===== src/rtl/nca_pkg.sv =====
`timescale 1ns / 1ps
// ----------------------------------------------------------------------------
// nca_pkg
// Shared widths, codes and types of the nearest centroid assignment block.
// ----------------------------------------------------------------------------
package nca_pkg;

  localparam int COORD_W       = 16;
  localparam int SQ_W          = 34;
  localparam int DIST_W        = 36;
  localparam int PID_W         = 16;
  localparam int CIDX_W        = 4;
  localparam int DIDX_W        = 4;
  localparam int CFG_W         = 5;
  localparam int CLUSTER_OUT_W = 4;

  localparam logic [DIST_W-1:0] DIST_MAX = '1;

  localparam logic CMD_LOAD  = 1'b0;
  localparam logic CMD_POINT = 1'b1;

  localparam logic CFG_CLUSTER_COUNT = 1'b0;
  localparam logic CFG_DIM_COUNT     = 1'b1;

  typedef logic signed [COORD_W-1:0] coord_t;

  typedef struct packed {
    logic valid;
    logic first;
    logic last;
  } stream_ctrl_t;

  typedef struct packed {
    logic              valid;
    logic [DIST_W-1:0] distance;
  } token_t;

endpackage


===== src/rtl/nca_cell.sv =====
`timescale 1ns / 1ps
// ----------------------------------------------------------------------------
// nca_cell
// One centroid: its coordinates, a squared distance accumulator and a
// compare stage on the running minimum passed along the row.
// ----------------------------------------------------------------------------
module nca_cell #(
  parameter int MAX_DIMS = 16,
  parameter int DW       = 4,
  parameter int KW       = 4,
  parameter int KC_W     = 5,
  parameter int K        = 0
) (
  input  logic                  clk,
  input  logic                  rst,
  input  logic [KC_W-1:0]       kc,
  input  logic                  wr_en,
  input  logic [DW-1:0]         wr_addr,
  input  nca_pkg::coord_t       wr_data,
  input  nca_pkg::stream_ctrl_t in_ctrl,
  input  logic [DW-1:0]         in_dim,
  input  nca_pkg::coord_t       in_value,
  output nca_pkg::stream_ctrl_t out_ctrl,
  output logic [DW-1:0]         out_dim,
  output nca_pkg::coord_t       out_value,
  input  nca_pkg::token_t       tok_in,
  input  logic [KW-1:0]         tok_in_idx,
  output nca_pkg::token_t       tok_out,
  output logic [KW-1:0]         tok_out_idx
);

  nca_pkg::coord_t                  cent [MAX_DIMS];
  nca_pkg::coord_t                  cent_rd;
  nca_pkg::coord_t                  s1_pt;
  nca_pkg::stream_ctrl_t            s1_ctrl;
  nca_pkg::stream_ctrl_t            s2_ctrl;
  logic signed [nca_pkg::COORD_W:0] diff;
  logic [nca_pkg::COORD_W:0]        mag;
  logic [nca_pkg::SQ_W-1:0]         sq;
  logic [nca_pkg::DIST_W:0]         sum;
  logic [nca_pkg::DIST_W-1:0]       sat;
  logic [nca_pkg::DIST_W-1:0]       acc;
  logic                             done;
  logic                             active;
  logic                             take_own;
  logic                             tok_valid;
  logic [nca_pkg::DIST_W-1:0]       tok_dist;

  assign diff = {s1_pt[nca_pkg::COORD_W-1], s1_pt} - {cent_rd[nca_pkg::COORD_W-1], cent_rd};
  assign mag  = diff[nca_pkg::COORD_W] ? (nca_pkg::COORD_W+1)'(-diff)
                                       : (nca_pkg::COORD_W+1)'(diff);
  assign sum  = {1'b0, acc} + (nca_pkg::DIST_W+1)'(sq);
  assign sat  = (sum > {1'b0, nca_pkg::DIST_MAX}) ? nca_pkg::DIST_MAX
                                                  : sum[nca_pkg::DIST_W-1:0];

  assign active   = KC_W'(K) < kc;
  assign take_own = active && (!tok_in.valid || (acc < tok_in.distance));

  assign tok_out = '{valid: tok_valid, distance: tok_dist};

  always_ff @(posedge clk) begin
    if (wr_en) begin
      cent[wr_addr] <= wr_data;
    end
    cent_rd   <= cent[in_dim];
    s1_pt     <= in_value;
    sq        <= nca_pkg::SQ_W'(mag) * nca_pkg::SQ_W'(mag);
    out_dim   <= in_dim;
    out_value <= in_value;
    if (s2_ctrl.valid) begin
      acc <= s2_ctrl.first ? nca_pkg::DIST_W'(sq) : sat;
    end
    tok_dist    <= take_own ? acc : tok_in.distance;
    tok_out_idx <= take_own ? KW'(K) : tok_in_idx;
  end

  always_ff @(posedge clk) begin
    if (rst) begin
      s1_ctrl   <= '0;
      s2_ctrl   <= '0;
      out_ctrl  <= '0;
      done      <= 1'b0;
      tok_valid <= 1'b0;
    end else begin
      s1_ctrl   <= in_ctrl;
      s2_ctrl   <= s1_ctrl;
      out_ctrl  <= in_ctrl;
      done      <= s2_ctrl.valid && s2_ctrl.last;
      tok_valid <= done;
    end
  end

endmodule

===== config.mk =====
export PLATFORM = sky130hd
export DESIGN_NAME = nca_cell
export DESIGN_NICKNAME = d
export VERILOG_FILES = /design/src/rtl/nca_pkg.sv /design/src/rtl/nca_cell.sv
export SDC_FILE = /design/constraint.sdc
export NUM_CORES = 1
export LEC_CHECK = 0
export BUFFER_PORTS_ARGS = -buffer_cell sky130_fd_sc_hd__buf_2
export CAP_MARGIN = 20
export CORE_ASPECT_RATIO = 2
export CORE_MARGIN = 10
export CORE_UTILIZATION = 30
export CTS_BUF_LIST = sky130_fd_sc_hd__clkbuf_16
export DETAILED_ROUTE_END_ITERATION = 10
export MAX_ROUTING_LAYER = met4
export PLACE_DENSITY = 0.42
export SYNTH_ARGS = -nofsm -noshare
export SYNTH_HDL_FRONTEND = slang
export SYNTH_SLANG_ARGS = --single-unit

===== constraint.sdc =====
create_clock -name clk -period 27.3 [get_ports clk]
set_clock_uncertainty 0.2 [all_clocks]
set_input_delay 1.365 -clock clk [delete_from_list [all_inputs] [get_ports clk]]
set_output_delay 1.365 -clock clk [all_outputs]
set_load 0.005 [all_outputs]

## Yosys cells after proc, flatten, opt, wreduce, memory -nomap -nowiden

Memory sizes are Yosys's and may differ from the RTL's. A register that Yosys moved wholly into a read port is not among the register bits.
Index checks and enable logic that the tools add are counted.

- Memories kept: 1
- Input bits: 92
- Latch bits: 0
- Memory bits (writable): 256
- Output and inout port bits: 64
- ROM bits: 0
- Register bits after elaboration: 138

Memories:

| name | words | width | rd ports | clocked after Yosys merged registers in | wr ports | RTL line | RTL |
|---|---|---|---|---|---|---|---|
| cent | 16 | 16 | 1 | 1 | 1 | nca_cell.sv:32 | `nca_pkg::coord_t cent [MAX_DIMS];` |

- Reductions and logical operators: 4
- Equal/unequal tests: 0
- Muxes and demuxes: 6
- Order comparisons: 3
- Multipliers: 1
- Div/mod/pow operators: 0
- Bitwise operators: 0
- Shift operators: 0
- Add/subtract/negate cells: 3

Operators by type and width:

| kind | count |
|---|---|
| $mux W36 | 2 |
| $add A36 B34 Y37 | 1 |
| $gt A37 B36 Y1 const B | 1 |
| $lt A36 B36 Y1 | 1 |
| $mul A17 B17 Y34 | 1 |
| $mux W34 | 1 |
| $mux W17 | 1 |
| $neg A17 Y17 | 1 |
| $sub A16 B16 Y17 | 1 |
| $lt A1 B5 Y1 const A | 1 |
| $logic_and A1 B1 Y1 | 2 |
| $mux W1 | 2 |
| $logic_not A1 Y1 | 1 |
| $logic_or A1 B1 Y1 | 1 |

## Logic depth before layout (Yosys ltp)

- Word-level depth: 4
- Gate-level depth with buffers: 38

## Worst setup path after synthesis

Ideal clock, no wire load.

- Path type: register -> register
- From: reg s1_pt[0]
- To: reg sq[26] (netlist name)
- Arrival: 8.491 ns
- Slack: 18.537 ns
- Setup time: 0.072 ns
- Buffers on the path: 1
- Clock period less this slack: 8.763 ns
- Data required time: 27.028 ns
- Stages on the path, launching flop included: 35
- Cell sequence: dfxtp_1 > inv_1 > ha_1 > fa_1 > nand2b_1 > a21o_1 > a211oi_2 > nand2_2 > or3_4 > o41a_1 > xor2_1 > inv_2 > buf_2 > nand2_1 > inv_1 > fa_1 > inv_1 > fa_1 > fa_1 > inv_1 > fa_1 > fa_1 > inv_1 > fa_1 > inv_1 > ha_1 > a21o_1 > a21o_1 > a21oi_1 > o31ai_1 > a31o_2 > o41ai_1 > o311ai_0 > a21oi_1 > xnor2_1

- Longest elaborated chain between the ends: 4

Ends and longest elaborated chain:

| element | RTL line | RTL |
|---|---|---|
| from (decl) | nca_cell.sv:34 | `nca_pkg::coord_t s1_pt;` |
| from (signal assigned) | nca_cell.sv:66 | `s1_pt <= in_value;` |
| $sub A16 B16 Y17 (*) | nca_cell.sv:49 | `assign diff = {s1_pt[nca_pkg::COORD_W-1], s1_pt} - {cent_rd[nca_pkg::COORD_W-1], cent_rd};` |
| $neg A17 Y17 | nca_cell.sv:50 | `assign mag = diff[nca_pkg::COORD_W] ? (nca_pkg::COORD_W+1)'(-diff)` |
| $mux W17 (*) | nca_cell.sv:50 |  |
| $mul A17 B17 Y34 (*) | nca_cell.sv:67 | `sq <= nca_pkg::SQ_W'(mag) * nca_pkg::SQ_W'(mag);` |
| to (signal assigned) | nca_cell.sv:67 |  |
| to (decl) | nca_cell.sv:39 | `logic [nca_pkg::SQ_W-1:0] sq;` |

Mark *: on every way between the ends. The rest lies on a longest branch, timed or not.
A chain may end at the register's enable or synchronous reset.

## Final worst setup path

Ends and elaborated chain as after synthesis.

==> impl_metrics.yaml <==
worst_hold_path:
  min_path_cells: 2
  hold-path-endpoint: "done$_SDFF_PP0_"
  worstHoldStart: "s2_ctrl[0]$_SDFF_PP0_"
  min_path_type: "reg2reg"
detailed_routing:
  drtIter0Drc: 815
  wl_per_cell_um: 20.37
  antenna_left: 0
  first_pass_iters: 5
  num_vias: 16736
  wl_um: 72020
  vias_per_cell: 4.733
  drc: 0
setup_path:
  path_delay_family: "adder cells"
  slowest_stage: "xor2_1"
  timing.rr.start: "s1_pt[0]$_DFF_P_"
  cp_num_buf_inv: 7
  critical_path_class: "reg2reg"
  critPathLaunchType: "register"
  r2r-end: "sq[26]$_DFF_P_"
  cp_data_required_time_ps: 27630
  cp_common_cell: "fa_1"
  endpoint_kind: "register"
  rrSetupSlack_ps: 16840
  slowest_delay_ps: 880
  critPathMaxFanout: 13
  reg2reg_depth: 33
  worstPathArrival_ps: 10790
clock_network:
  cts_resized: 0
  cts-buffers-inserted: 42
  cts_tree: "built"
  clk_pin_slew_ps: 70
  h-tree-depth: 2
  cts_setup_buffers: 0
  clock_path_buffers: 3
  cts_hold_buffers: 0
  clockRootBuffer: "clkbuf_16"
  clock-sinks: 409
  worstSkewPairLatency_ps: 600
place:
  dp_hpwl_um: 55680
  gp_congestion: 0.8831
  io_buffers: 155
  placed_area_mm2: 0.02846
yosys:
  ys.flop_type: "edfxtp_1"
  syn_inst: 2179
  syn_area_mm2: 0.02621
  synth_warnings: 0
  syn_avg_cell_area_um2: 12.03
  synth_cell_types: 92
  async_flop_share: 0
  synth_edf_count: 292
  ys_ff_latch: 409
  yosysSeqAreaShare: 0.4239
  synth_top_area_frac: 0.3345
  synth.top_cells.by_area: "edfxtp_1, fa_1, ha_1"
  synth_top_area_cell: "edfxtp_1"
sta:
  finalHoldViolations: 0
  maxSlewViolCount: 0
  finalSetupViolCount: 0
  fin_crit_sh: 0.3833
  maxSlewHeadroom: 0.2662
  finalCriticalPeriod_ps: 10460
  max_freq_mhz: 95.57
  rsz0062_at_grt: "false"
  fin_tns_setup_ps: 0
  tightest_slew_ps: 1097
  hold_ws_ps: 229.1
die:
  dieArea_mm2: 0.1003
  die_h_um: 438.0
  io_pins: 156
  num_rows: 153
  core_mm2: 0.08691
  start_util: 0.3016
  die_w_um: 229.0
global_routing:
  use_met3: 0.01919
  top_usage_layer: "met2"
  grt_usage: 0.1466
  grtUsageMet2: 0.2948
  grt_max_degree: 55
  grt_pass1_wl_um: 109600
  use_met1: 0.1336
  grt_pass1_vias: 18741
  grt_overflow: 0
  antenna_found_initial: 0
run:
  maxCapViolCount: 0
finish:
  final_area_mm2: 0.02975
  nets: 2815
  area_delta_synth_final_pct: 13.50
  n_antenna_cell: 0
  drive_above_1_share: 0.1676
status:
  status: "finished, final reports clean"
==> per-layer routing <==
metal,share of wire,wire [um]
met3,0.033,2374
met4,0.042,3052
met2,0.58,41950
met1,0.34,24640
met5,0,0
==> worst min-delay path, cell delays in order, from the launching register on <==
cell and delay, ps:
dfxtp_1 290, nand2_1 60, nor2_1 40
==> cells by family after synthesis <==
kind of cell,count (synthesis),synth area share
and+or+nand+nor,423,0.07724
muxes,121,0.08617
other,2,0.0002865
AOI/OAI and AO/OA,316,0.08077
adders and majority gates,383,0.2381
buffers and inverters,438,0.06359
xor gates and xnor gates,87,0.02993
DFF,409,0.4239
==> metrics by stage <==
stage | utilization | setup slack, ps | std cells
after global routing | 0.3423 | 16350 | 3536
after detailed placement | 0.3275 | 16820 | 3458
after CTS | 0.3423 | 16780 | 3536
after global placement | 0.3275 | 16960 | 3458
final | 0.3423 | 16840 | 3536
after floorplan | - | 18540 | 2189
==> layout make-up <==
cell class              count  area, um2
clock buffers              42       1051
clock inverters            36      236.5
fillers                  8759      57160
inverters                 371       1394
multi-input cells        1342      13580
flip-flops and latches    409      11110
well taps                1162       1454
repair buffers            174      920.9
==> cell usage after synthesis (all sizes together), types with 19 or more instances <==
library cell	number
nand2b	25
nor2	122
mux4	80
mux2	37
dfxtp	117
a21o	61
nor2b	20
o21ai	55
buf	19
edfxtp	292
nand2	134
fa	193
ha	190
clkbuf	48
xor2	32
xnor2	55
inv	368
a21oi	88
nor3	42
==> state kept, by name (all words and copies together), names as in the netlist <==
signal / cells
tok_out_idx: 4
s1_ctrl: 3
done: 1
s1_pt: 16
tok_dist: 36
cent_rd: 16
s2_ctrl: 3
cent: 256
sq: 33
out_dim: 4
acc: 36
tok_valid: 1
==> worst max path at each step <==
stage | startpoint | to | slack (ps) | cells after the start
3_5_place_dp | s1_pt[0]$_DFF_P_ | sq[26]$_DFF_P_ | 16820 | 33
6_report | s1_pt[0]$_DFF_P_ | sq[26]$_DFF_P_ | 16840 | 33
3_3_place_gp | s1_pt[0]$_DFF_P_ | sq[26]$_DFF_P_ | 16960 | 33
4_1_cts | s1_pt[0]$_DFF_P_ | sq[26]$_DFF_P_ | 16780 | 33
5_1_grt | s1_pt[0]$_DFF_P_ | sq[29]$_DFF_P_ | 16350 | 34
2_1_floorplan | s1_pt[0]$_DFF_P_ | sq[26]$_DFF_P_ | 18540 | 34
==> cell usage in the layout (no fill, tap or decap), types with 24 or more instances in the layout <==
cell	synthesis	routed
a21o_1	61	61
a21oi_1	87	87
buf_2	5	154
clkbuf_16	0	42
dfxtp_1	117	115
edfxtp_1	292	292
fa_1	193	193
ha_1	190	190
inv_1	366	374
mux2_2	37	37
mux4_2	80	80
nand2_1	133	133
nand2b_1	24	24
nor2_1	121	109
nor3_1	41	37
o21ai_0	51	51
xnor2_1	53	53
xor2_1	31	31
Power is left out: the tool's default activity adds up to more than one toggle a clock period on the data nets, which glitch-free logic cannot reach.
