$ cat config.mk
export PLATFORM = sky130hd
export DESIGN_NAME = nca_point_buf
export DESIGN_NICKNAME = d
export VERILOG_FILES = /design/src/rtl/nca_pkg.sv /design/src/rtl/nca_point_buf.sv
export SDC_FILE = /design/constraint.sdc
export NUM_CORES = 1
export LEC_CHECK = 0
export BUFFER_PORTS_ARGS = -buffer_cell sky130_fd_sc_hd__buf_2
export CORE_MARGIN = 5
export CORE_UTILIZATION = 50
export CTS_BUF_LIST = sky130_fd_sc_hd__clkbuf_16
export CTS_CLUSTER_SIZE = 20
export DETAILED_ROUTE_END_ITERATION = 10
export GPL_ROUTABILITY_DRIVEN = 0
export PLACE_DENSITY = 0.7
export SLEW_MARGIN = 20
export SYNTH_ARGS = -nofsm -noshare
export SYNTH_HDL_FRONTEND = slang
export SYNTH_SLANG_ARGS = --single-unit
$ cat constraint.sdc
create_clock -name clk -period 5.2 [get_ports clk]
set_clock_uncertainty 0.05 [all_clocks]
set_input_delay 0.26 -clock clk [delete_from_list [all_inputs] [get_ports clk]]
set_output_delay 0.26 -clock clk [all_outputs]
set_load 0.03 [all_outputs]
$ cat src/rtl/nca_pkg.sv
`timescale 1ns / 1ps
// ----------------------------------------------------------------------------
// nca_pkg
// Shared widths, codes and types of the nearest centroid assignment block.
// ----------------------------------------------------------------------------
package nca_pkg;

  localparam int COORD_W       = 16;
  localparam int SQ_W          = 34;
  localparam int DIST_W        = 36;
  localparam int PID_W         = 16;
  localparam int CIDX_W        = 4;
  localparam int DIDX_W        = 4;
  localparam int CFG_W         = 5;
  localparam int CLUSTER_OUT_W = 4;

  localparam logic [DIST_W-1:0] DIST_MAX = '1;

  localparam logic CMD_LOAD  = 1'b0;
  localparam logic CMD_POINT = 1'b1;

  localparam logic CFG_CLUSTER_COUNT = 1'b0;
  localparam logic CFG_DIM_COUNT     = 1'b1;

  typedef logic signed [COORD_W-1:0] coord_t;

  typedef struct packed {
    logic valid;
    logic first;
    logic last;
  } stream_ctrl_t;

  typedef struct packed {
    logic              valid;
    logic [DIST_W-1:0] distance;
  } token_t;

endpackage

$ cat src/rtl/nca_point_buf.sv
`timescale 1ns / 1ps
// ----------------------------------------------------------------------------
// nca_point_buf
// Point coordinate buffer that streams the stored point into the cell row.
// ----------------------------------------------------------------------------
module nca_point_buf #(
  parameter int MAX_DIMS = 16,
  parameter int DW       = 4
) (
  input  logic                  clk,
  input  logic                  rst,
  input  logic                  wr_en,
  input  logic [DW-1:0]         wr_addr,
  input  nca_pkg::coord_t       wr_data,
  input  logic                  start,
  input  logic [DW-1:0]         dim_last,
  output nca_pkg::stream_ctrl_t out_ctrl,
  output logic [DW-1:0]         out_dim,
  output nca_pkg::coord_t       out_value
);

  nca_pkg::coord_t mem [MAX_DIMS];
  logic            run;
  logic [DW-1:0]   cnt;

  always_ff @(posedge clk) begin
    if (wr_en) begin
      mem[wr_addr] <= wr_data;
    end
    out_value <= mem[cnt];
    out_dim   <= cnt;
  end

  always_ff @(posedge clk) begin
    if (rst) begin
      run      <= 1'b0;
      cnt      <= '0;
      out_ctrl <= '0;
    end else begin
      out_ctrl <= '{valid: run, first: (cnt == '0), last: (cnt == dim_last)};
      if (start) begin
        run <= 1'b1;
        cnt <= '0;
      end else if (run) begin
        if (cnt == dim_last) begin
          run <= 1'b0;
        end else begin
          cnt <= cnt + 1'b1;
        end
      end
    end
  end

endmodule

# After elaboration in Yosys (flattened, before gate mapping)
# Memories as Yosys holds them, arrays and structs flattened. A register that Yosys moved wholly into a read port is not among the register bits.
# Index checks and enable logic that the tools add are counted.
dict set report word_totals {
  ram_bits 256
  reg_bits 12
  out_inout_bits 23
  latchBits 0
  word_cells 18
  romBits 0
  memories 1
}
dict set report op_classes {
  n_lt_le_gt_ge 0
  addsub 1
  mux 5
  n_shift 0
  bitwise_logic 1
  n_mul 0
  reduce_logical 3
  eq_ne 1
  div_mod_pow 0
}
# memory words width rd rd_ports_with_merged_regs write_ports line_no
set memory_table {}
lappend memory_table {mem 16 16 1 1 1 nca_point_buf.sv:22} ;# nca_pkg::coord_t mem [MAX_DIMS];
# op n
set op_table {}
lappend op_table {{$mux W1} 5}
lappend op_table {{$add A4 B1 Y4 const B} 1}
lappend op_table {{$eq A4 B4 Y1} 1}
lappend op_table {{$logic_not A4 Y1} 1}
lappend op_table {{$reduce_and A2 Y1} 1}
lappend op_table {{$reduce_or A2 Y1} 1}
lappend op_table {{$not A1 Y1} 1}

# Longest topological paths before layout
# Gate-level depths: netlist (run 1).
dict set report depth {
  word_depth 4
  mapped_depth 7
  mapped_depth_nobuf 4
}

# Worst setup path after synthesis (run 1)
# OpenSTA, ideal clock, no wires.
dict set report synth_timing {
  path_kind {input -> register}
  from {input wr_addr[2]}
  to {memory mem[0][0] (netlist name) (enable)}
  n_path_buf 0
  stages 2
  arrival_time_ps 1906
  path_slack_ps 2835
  path_cell_list {or3b_2 -> nor3_1}
}
# item line_no
set synth_rtl {}
lappend synth_rtl {{start: declaration} nca_point_buf.sv:13} ;# input logic [DW-1:0] wr_addr,
lappend synth_rtl {{end: declaration} nca_point_buf.sv:22}
# Straight into the memory's write port.

# Worst setup path in the final report (run 1)
dict set report layout_timing {
  from {register cnt[2]}
  to {register cnt[0]}
}
dict set report layout_via {
  elab_chain_len 3
}
# item line_no
set layout_rtl {}
lappend layout_rtl {{start: declaration} nca_point_buf.sv:24} ;# logic [DW-1:0] cnt;
lappend layout_rtl {{start signal: assignment} nca_point_buf.sv:48} ;# cnt <= cnt + 1'b1;
lappend layout_rtl {{$eq A4 B4 Y1} nca_point_buf.sv:45} ;# if (cnt == dim_last) begin
lappend layout_rtl {{$not A1 Y1 (no line)} --}
lappend layout_rtl {{$reduce_and A2 Y1 (no line)} --}
# No other way between the ends.
# A chain may end at the register's enable or synchronous reset.

==> results of run 1 <==
metal layers:
metal	routed length (um)	up-vias	global-route usage, %
li1	-	2180	-
met4	320	2	3.79
met1	8850	2613	24.5
met5	11	-	0
met3	1390	26	3.56
met2	9610	174	26.4
tightest hold or removal path: stages:
cell	delay, ns
buf_2	0.08
xnor2_1	0.08
nand4_1	0.09
nor2_1	0.04
power groups by stage:
stage	clock (W)	sequential, W	combinational [W]
2_1_floorplan	0	0.00261	0.0000789
3_3_place_gp	0	0.00260	0.000149
3_5_place_dp	0	0.00261	0.000157
4_1_cts	0.00205	0.00256	0.000159
5_1_grt	0.00215	0.00256	0.000172
6_report	0.00202	0.00256	0.000159
state kept, by name, indices dropped and copies added (netlist names):
| register | flops |
|---|---|
| cnt | 4 |
| mem | 256 |
| out_ctrl | 3 |
| out_dim | 4 |
| out_value | 16 |
| run | 1 |
cells by family after synthesis:
family	synth area share, %
flops	78.2
mux	13.2
compound gates	3.11
xor+xnor	0.415
simple gates	3.25
fa+ha+maj	0.237
buf+inv	1.57
layout make-up:
type / count / area [sq um]
repair buffers: 62 / 348
well taps: 275 / 344
clock buffers: 27 / 676
clock inverters: 21 / 248
fillers: 1474 / 8790
multi-input cells: 182 / 2210
flip-flops and latches: 284 / 8260
inverters: 3 / 11.3
cell usage in the layout (no fill, tap or decap), drive strengths merged, types with 2 or more instances in the layout:
cell type / n
dfxtp: 28
nor3b: 6
nor3: 6
clkinv: 12
nand3b: 2
edfxtp: 256
mux4: 58
dlygate4sd3: 3
inv: 5
nand2: 15
a22oi: 20
nor2: 20
buf: 59
nand4: 2
ha: 2
nand2b: 3
mux2: 6
xnor2: 5
o22ai: 6
clkbuf: 27
nor2b: 8
a221o: 6
a211oi: 6
nand3: 2
bufinv: 6
metrics by stage:
step	util (%)	area [sq um]	setup WS, ns
global placement	53.2	11100	2.80
detailed placement	53.2	11100	2.68
floorplan	-	10500	2.83
CTS	57.8	12100	2.55
finish	57.9	12100	2.58
global route	57.9	12100	2.35
final timing paths:
check	endpoint	slack (ns)	cells past startpoint
worst min register to register	out_ctrl[2]	0.41	2
worst max-delay path	cnt[0]	2.58	5
worst min-delay path	out_ctrl[0]	0.03	4
worst max register to register	cnt[0]	2.58	5
==> impl_metrics.env, run 1 <==
export IMPL_core_sq_um=20900
export IMPL_wl_per_cell_um=23.6
export IMPL_path_cells="xnor2_1 > a41oi_2 > xnor2_1 > nor3_1 > dlygate4sd3_1"
export IMPL_die_x_um=155
export IMPL_antenna_left=0
export IMPL_netlist_area_leader_share_pct=72.9
export IMPL_layout_cells_non_filler=854
export IMPL_p_sw_w=0.000901
export IMPL_worst_setup_path_start_kind="register"
export IMPL_slowest_stage="dfxtp_2"
export IMPL_synth_most_common_cell="edfxtp_1"
export IMPL_yosys_register_bits=284
export IMPL_dieArea_sq_um=24100
export IMPL_status="finished clean"
export IMPL_async_flop_share_pct=0
export IMPL_num_nets_final=589
export IMPL_synth_flop_cell="edfxtp_1"
export IMPL_p_per_area_nw_per_um2=391
export IMPL_syn_inst=492
export IMPL_overflow=0
export IMPL_via_per_inst=5.85
export IMPL_path_delay_family="flip-flops"
export IMPL_chipHeight_um=155
export IMPL_clockBufferDepth=3
export IMPL_p_sw_share_pct=19.0
export IMPL_internal_power_w=0.00383
export IMPL_drc=0
export IMPL_cts_buffers=26
export IMPL_drtIter0Drc=458
export IMPL_maxCapViolCount=0
export IMPL_portBuffers=50
export IMPL_num_rows=53
export IMPL_via_count=4995
export IMPL_area_growth_pct=14.7
export IMPL_cts_setup_buffers=0
export IMPL_dr_pass1_iters=5
export IMPL_start_util_pct=50.5
export IMPL_clock_sinks=284
export IMPL_yosysWarnings=0
export IMPL_critPathBufInv=1
export IMPL_antenna_found_initial=1
export IMPL_critPathKind="reg -> reg"
export IMPL_p_total_w=0.00473
export IMPL_dp_hpwl_um=11100
export IMPL_clockRootBuffer="clkbuf_16"
export IMPL_clk_pin_slew_worst_paths_ns=0.06
export IMPL_cp_end_kind="register"
export IMPL_tns_ns=0
export IMPL_htree_levels=1
export IMPL_fin_hold_ws_ns=0.0265
export IMPL_relSlewSlack_pct=25.9
export IMPL_netlist_area_sq_um=10500
export IMPL_cp_startpoint="cnt[2]"
export IMPL_critPathMaxFanout=46
export IMPL_min_path_type="in -> reg"
export IMPL_clockPowerShare_pct=42.7
export IMPL_wl_um=20200
export IMPL_synth_nets=522
export IMPL_postCtsHoldBufs=3
export IMPL_io_pins=51
export IMPL_cts_resized=0
export IMPL_reg2reg_from="cnt[2]"
export IMPL_synth_top_cell_by_area="edfxtp_1"
export IMPL_crit_arrival_ns=2.97
export IMPL_power_frac_comb_pct=3.4
export IMPL_yosysSeqAreaShare_pct=78.2
export IMPL_hold_violations=0
export IMPL_hp_start="dim_last[0]"
export IMPL_yosysUniqueCellTypes=36
export IMPL_critPathMaxStageDelay_ns=0.99
export IMPL_antenna_cells=0
export IMPL_syn_area_per_cell_sq_um=21.4
export IMPL_drive_gt1_share_pct=31.8
export IMPL_ys_top_cells_by_area="edfxtp_1 (73%), mux4_2 (12%), dfxtp_1 (5.3%)"
export IMPL_crit_path_frequent_cell="xnor2_1"
export IMPL_ir_worst_vdd_mv=0.235
export IMPL_grtUsageTotal_pct=16.8
export IMPL_grt_pass1_vias=5158
export IMPL_grt_max_degree=67
export IMPL_crit_required_ns=5.55
export IMPL_cts_tree="done"
export IMPL_setup_violations=0
export IMPL_pwr_share_seq_pct=54.0
export IMPL_grt_pass1_wl_um=30600
export IMPL_insertion_delay_ns=0.52
export IMPL_rsz0062_at_grt="no"
export IMPL_slew_viol_final=0
export IMPL_synth_top_cells_by_count="edfxtp_1 (256), mux4_2 (56), dfxtp_1 (28), a22oi_1 (20), nor2_1 (20)"
export IMPL_synth_edf_count=256
export IMPL_min_period_ns=2.62
export IMPL_total_leakage_power_nw=3.85
export IMPL_worstMarginPinSlew_ns=1.11
export IMPL_period_share_pct=50.4
export IMPL_place_inst=803
export IMPL_max_clock_freq_mhz=382
Note: power is estimated with default switching activity, not from simulation.
==> run 2: changes to the inputs <==
Settings changed: ABC_AREA set to 1, PLACE_DENSITY 0.7 to 0.73.
Clock period 5.2 ns to 2.4 ns, I/O delays scaled along.
==> impl_metrics.env, run 2 <==
export IMPL_dr_pass1_iters=5
export IMPL_min_period_ns=1.74
export IMPL_p_sw_w=0.00211
export IMPL_yosysWarnings=0
export IMPL_grtUsageTotal_pct=20.0
export IMPL_cp_end_kind="register"
export IMPL_seq_area_sq_um=8250
export IMPL_yosysUniqueCellTypes=17
export IMPL_wl_um=25700
export IMPL_tns_ns=0
export IMPL_grt_pass1_vias=7040
export IMPL_clockRootBuffer="clkbuf_16"
export IMPL_synth_flop_cell="edfxtp_1"
export IMPL_slew_viol_final=0
export IMPL_netlist_area_leader_share_pct=68.9
export IMPL_antenna_found_initial=0
export IMPL_dieArea_sq_um=25400
export IMPL_num_fill_cells=1765
export IMPL_htree_levels=1
export IMPL_reg_top3="mem: 256 flops, out_value: 16 flops"
export IMPL_synth_nets=1006
export IMPL_via_count=7314
export IMPL_max_clock_freq_mhz=573
export IMPL_crit_path_frequent_cell="nand2_1"
export IMPL_synth_fa_ha_area_share_pct=0.224
export IMPL_cts_buffers=27
export IMPL_p_sw_share_pct=21.3
export IMPL_core_sq_um=21900
export IMPL_antenna_cells=0
export IMPL_slowest_stage="buf_12"
export IMPL_regMostFlops="mem"
export IMPL_clockPowerShare_pct=38.5
export IMPL_die_x_um=159
export IMPL_syn_inst=976
export IMPL_netlist_area_sq_um=11200
export IMPL_largest_register_ffs=256
export IMPL_num_nets_final=1084
export IMPL_insertion_delay_ns=0.52
export IMPL_clockBufferDepth=3
export IMPL_cts_setup_buffers=0
export IMPL_total_leakage_power_nw=4.79
export IMPL_wl_per_cell_um=19.0
export IMPL_synth_top_cells_by_count="nor2_1 (271), edfxtp_1 (256), nand2_1 (135), o21ai_0 (119), nand3_1 (54)"
export IMPL_synth_top_cell_by_area="edfxtp_1"
export IMPL_grt_pass1_wl_um=40300
export IMPL_crit_arrival_ns=2.16
export IMPL_power_frac_comb_pct=5.6
export IMPL_cts_resized=0
export IMPL_yosys_area_share_simple_pct=16.3
export IMPL_ys_top_cells_by_area="edfxtp_1 (69%), nor2_1 (9.1%), o21ai_0 (5.3%)"
export IMPL_synth_most_common_cell="nor2_1"
export IMPL_chipHeight_um=159
export IMPL_path_cells="buf_12 > nor2_1 > nor2_1 > o21ai_0 > nand2_1 > nand2_1 > nand2_1 > inv_1 > nand2_1"
export IMPL_multiInputGateArea_sq_um=2550
export IMPL_portBuffers=50
export IMPL_io_pins=51
export IMPL_num_rows=54
export IMPL_clk_pin_slew_worst_paths_ns=0.06
export IMPL_hold_violations=0
export IMPL_worstMarginPinSlew_ns=0.733
export IMPL_drc=0
export IMPL_yosys_register_bits=284
export IMPL_final_cell_mix="edfxtp_1 (256), nor2_1 (255), nand2_1 (135)"
export IMPL_drtIter0Drc=938
export IMPL_grt_max_degree=151
export IMPL_cts_tree="done"
export IMPL_start_util_pct=51.0
export IMPL_synth_mux_area_share_pct=0
export IMPL_pwr_share_seq_pct=55.9
export IMPL_critPathKind="reg -> reg"
export IMPL_antenna_left=0
export IMPL_final_core_util_pct=58.4
export IMPL_p_total_w=0.00991
export IMPL_synth_top_family_by_area="simple AND/OR/NAND/NOR gates"
export IMPL_drive_gt1_share_pct=12.3
export IMPL_period_share_pct=72.7
export IMPL_p_per_area_nw_per_um2=775
export IMPL_ir_worst_vdd_mv=0.465
export IMPL_dp_hpwl_um=13700
export IMPL_synth_edf_count=256
export IMPL_clock_sinks=284
export IMPL_synth_xor_area_share_pct=0
export IMPL_path_delay_family="simple AND/OR/NAND/NOR gates"
export IMPL_async_flop_share_pct=0
export IMPL_worst_setup_path_start_kind="register"
export IMPL_overflow=0
export IMPL_maxCapViolCount=0
export IMPL_crit_required_ns=2.81
export IMPL_min_path_type="in -> reg"
export IMPL_status="finished clean"
export IMPL_relSlewSlack_pct=51.1
export IMPL_internal_power_w=0.00780
export IMPL_critPathBufInv=2
export IMPL_setup_violations=0
export IMPL_critPathMaxStageDelay_ns=0.43
export IMPL_rsz0062_at_grt="no"
export IMPL_area_growth_pct=14.6
export IMPL_critPathMaxFanout=150
export IMPL_postCtsHoldBufs=19
export IMPL_synth_compound_area_share_pct=5.96
export IMPL_via_per_inst=5.40
export IMPL_syn_area_per_cell_sq_um=11.4
export IMPL_yosysSeqAreaShare_pct=73.9
export IMPL_final_common_cell="edfxtp_1"
## run 2: layout make-up
cell class	count	area share (%)
repair buffers	98	5.34
clock inverters	22	0.890
multi-input cells	598	19.9
flip-flops and latches	284	64.5
well taps	280	2.74
inverters	45	1.32
clock buffers	27	5.28
## run 2: cells by family (layout without fill, tap and decap cells)
logic type      count (synthesis)  after routing
buf+inv                        94            192
simple gates                  463            463
flops                         284            284
compound gates                133            133
fa+ha+maj                       2              2
## run 2: power groups by stage
stage | registers, W | clock network, W | logic (W)
4_1_cts | 0.00554 | 0.00387 | 0.000558
3_5_place_dp | 0.00565 | 0 | 0.000531
6_report | 0.00554 | 0.00381 | 0.000556
2_1_floorplan | 0.00569 | 0 | 0.000274
5_1_grt | 0.00555 | 0.00409 | 0.000625
3_3_place_gp | 0.00564 | 0 | 0.000518
## run 2: metrics by stage
step	setup WS (ns)	instance area (sq um)	hold WS, ns	instances
detailed placement	0.738	11800	0.297	1286
floorplan	0.930	11200	0.142	976
global route	0.486	12800	0.0536	1354
CTS	0.697	12800	0.00394	1354
finish	0.656	12800	0.0273	1354
global placement	0.746	11800	0.298	1286
## run 2: worst min-delay path: cells and delay by family
family | cells | cell delay (ns)
simple gates | 5 | 0.34
buf+inv | 1 | 0.09
## run 2: layer usage
layer,GRT usage (%),up-vias,routed length (um)
met5,0,-,0
met4,5.85,0,712
met3,3.37,57,2070
met2,31.2,292,12100
met1,29.2,3495,10800
li1,-,3470,-
## run 2: worst paths after layout
kind                   endpoint  slack (ns)   startpoint  cells past startpoint
hold / removal      out_ctrl[0]        0.03  dim_last[2]                      6
hold reg to reg     out_ctrl[2]        0.50          run                      2
setup / recovery  out_value[15]        0.66       cnt[0]                      9
setup reg to reg  out_value[15]        0.66       cnt[0]                      9
==> run 3: changes to the inputs <==
Clock period 2.4 ns to 1.45 ns, I/O delays scaled along.
==> impl_metrics.env, run 3 (synthesis gave the netlist of run 2 again) <==
export IMPL_status="finished, violations left"
export IMPL_violations="setup timing"
export IMPL_num_rows=54
export IMPL_grt_max_degree=40
export IMPL_period_share_pct=104
export IMPL_dp_hpwl_um=16100
export IMPL_clock_sinks=284
export IMPL_io_pins=51
export IMPL_die_x_um=159
export IMPL_via_count=7887
export IMPL_dieArea_sq_um=25400
export IMPL_min_path_type="in -> reg"
export IMPL_largest_register_ffs=256
export IMPL_ir_worst_vdd_mv=0.908
export IMPL_total_leakage_power_nw=5.25
export IMPL_antenna_found_initial=0
export IMPL_grtUsageTotal_pct=20.3
export IMPL_chipHeight_um=159
export IMPL_crit_required_ns=1.83
export IMPL_regMostFlops="mem"
export IMPL_slew_viol_final=0
export IMPL_area_growth_pct=25.0
export IMPL_setup_violations=6
export IMPL_clockRootBuffer="clkbuf_16"
export IMPL_relSlewSlack_pct=79.6
export IMPL_dr_pass1_iters=5
export IMPL_wl_um=28800
export IMPL_insertion_delay_ns=0.54
export IMPL_clockPowerShare_pct=40.7
export IMPL_final_common_cell="edfxtp_1"
export IMPL_p_per_area_nw_per_um2=1250
export IMPL_portBuffers=50
export IMPL_crit_arrival_ns=1.88
export IMPL_antenna_cells=0
export IMPL_reg_top3="mem: 256 flops, out_value: 16 flops"
export IMPL_num_fill_cells=1564
export IMPL_htree_levels=1
export IMPL_grt_pass1_vias=7218
export IMPL_wl_per_cell_um=20.4
export IMPL_num_nets_final=1136
export IMPL_power_frac_comb_pct=6.7
export IMPL_hold_violations=0
export IMPL_p_sw_share_pct=21.7
export IMPL_drive_gt1_share_pct=21.2
export IMPL_internal_power_w=0.0137
export IMPL_fin_ws_ns=-0.0575
export IMPL_critPathMaxFanout=7
export IMPL_p_sw_w=0.00380
export IMPL_pwr_share_seq_pct=52.5
export IMPL_critPathMaxStageDelay_ns=0.41
export IMPL_cts_buffers=28
export IMPL_cp_end_kind="register"
export IMPL_via_per_inst=5.60
export IMPL_worst_setup_path_start_kind="register"
export IMPL_min_period_ns=1.51
export IMPL_rsz0062_at_grt="yes"
export IMPL_critPathKind="reg -> reg"
export IMPL_clockBufferDepth=3
export IMPL_slowest_stage="dfxtp_4"
export IMPL_max_clock_freq_mhz=663
export IMPL_place_inst=1316
export IMPL_clk_pin_slew_worst_paths_ns=0.06
export IMPL_final_cell_mix="edfxtp_1 (256), nor2_1 (223), nand2_1 (132)"
export IMPL_path_cells="buf_12 > buf_8 > nor2_4 > nor2_2 > o21ai_1 > nand3_1 > nand3_2 > nand2_1"
export IMPL_drc=0
export IMPL_drtIter0Drc=969
export IMPL_start_util_pct=51.0
export IMPL_grt_pass1_wl_um=40500
export IMPL_worstMarginPinSlew_ns=0.304
export IMPL_cts_tree="done"
export IMPL_overflow=0
export IMPL_antenna_left=0
export IMPL_layout_cells_non_filler=1408
export IMPL_fin_hold_ws_ns=0.00586
export IMPL_core_sq_um=21900
export IMPL_p_total_w=0.0175
export IMPL_maxCapViolCount=0
## run 3: changes by cell type in the layout (fill, tap and decap cells not counted), moves of 9 or more
cell       before  now
nor2_1        255  223
o21ai_0       119   88
o21ai_1         9   39
nor2_2         16   41
buf_12          2   24
clkbuf_16      27   37
buf_4          27   36
buf_6           0    9
## run 3: cell type report
cell class | instances | area, sq um | area share (%)
Sequential cell | 284 | 8260 | 59.2
Multi-Input combinational cell | 599 | 2730 | 19.6
Timing Repair Buffer | 148 | 1530 | 11.0
Clock buffer | 29 | 726 | 5.20
Tap cell | 280 | 350 | 2.51
Clock inverter | 23 | 184 | 1.32
Inverter | 45 | 178 | 1.27
## run 3: power groups by stage
stage | clock network [W] | registers (W) | logic [W]
CTS | 0.00718 | 0.00917 | 0.00103
floorplan | 0 | 0.00941 | 0.000453
detailed placement | 0 | 0.00934 | 0.000975
global route | 0.00750 | 0.00919 | 0.00128
global placement | 0 | 0.00934 | 0.000949
finish | 0.00712 | 0.00918 | 0.00118
## run 3: worst max-delay path, delay by kind of cell (launching register included)
kind / cells / cell delay (ns)
DFF: 1 / 0.41
AOI/OAI and AO/OA: 1 / 0.11
and+or+nand+nor: 5 / 0.51
buffers and inverters: 2 / 0.30
## run 3: routing by layer
metal,share of wire [%],global-route usage (%),up-vias
met5,0,0,-
met4,3.1,6.55,0
met3,8.5,2.59,63
met2,48,32.6,433
met1,40,29.2,3808
li1,-,-,3583
## run 3: through the flow
step | area [sq um] | setup TNS, ns | setup WS [ns] | util [%]
final | 13900 | -0.115 | -0.0575 | 63.7
after floorplan | 11200 | 0 | 0.0140 | -
after detailed placement | 12300 | -0.0458 | -0.0458 | 56.2
after CTS | 13400 | 0 | 0.00384 | 61.3
after global routing | 13900 | -1.10 | -0.100 | 63.7
after global placement | 12300 | 0 | 0.0624 | 56.2
## run 3: repair_timing
| action | 4_1_cts | 5_1_grt |
|---|---|---|
| pin swaps | 2 | 23 |
| hold buffers | 18 | 0 |
| buffers inserted | 1 | 11 |
| endpoints found under the setup margin | 2 | 21 |
| hold endpoints to repair | 264 | 0 |
| cloned | 1 | 9 |
| gates resized for setup | 4 | 101 |
## run 3: worst paths after layout
path / start / endpoint / slack (ns) / cells past startpoint
max: cnt[0] / out_value[13] / -0.06 / 8
min: dim_last[3] / run / 0.006 / 7
max reg2reg: cnt[0] / out_value[13] / -0.06 / 8
min reg2reg: cnt[3] / out_dim[3] / 0.42 / 0
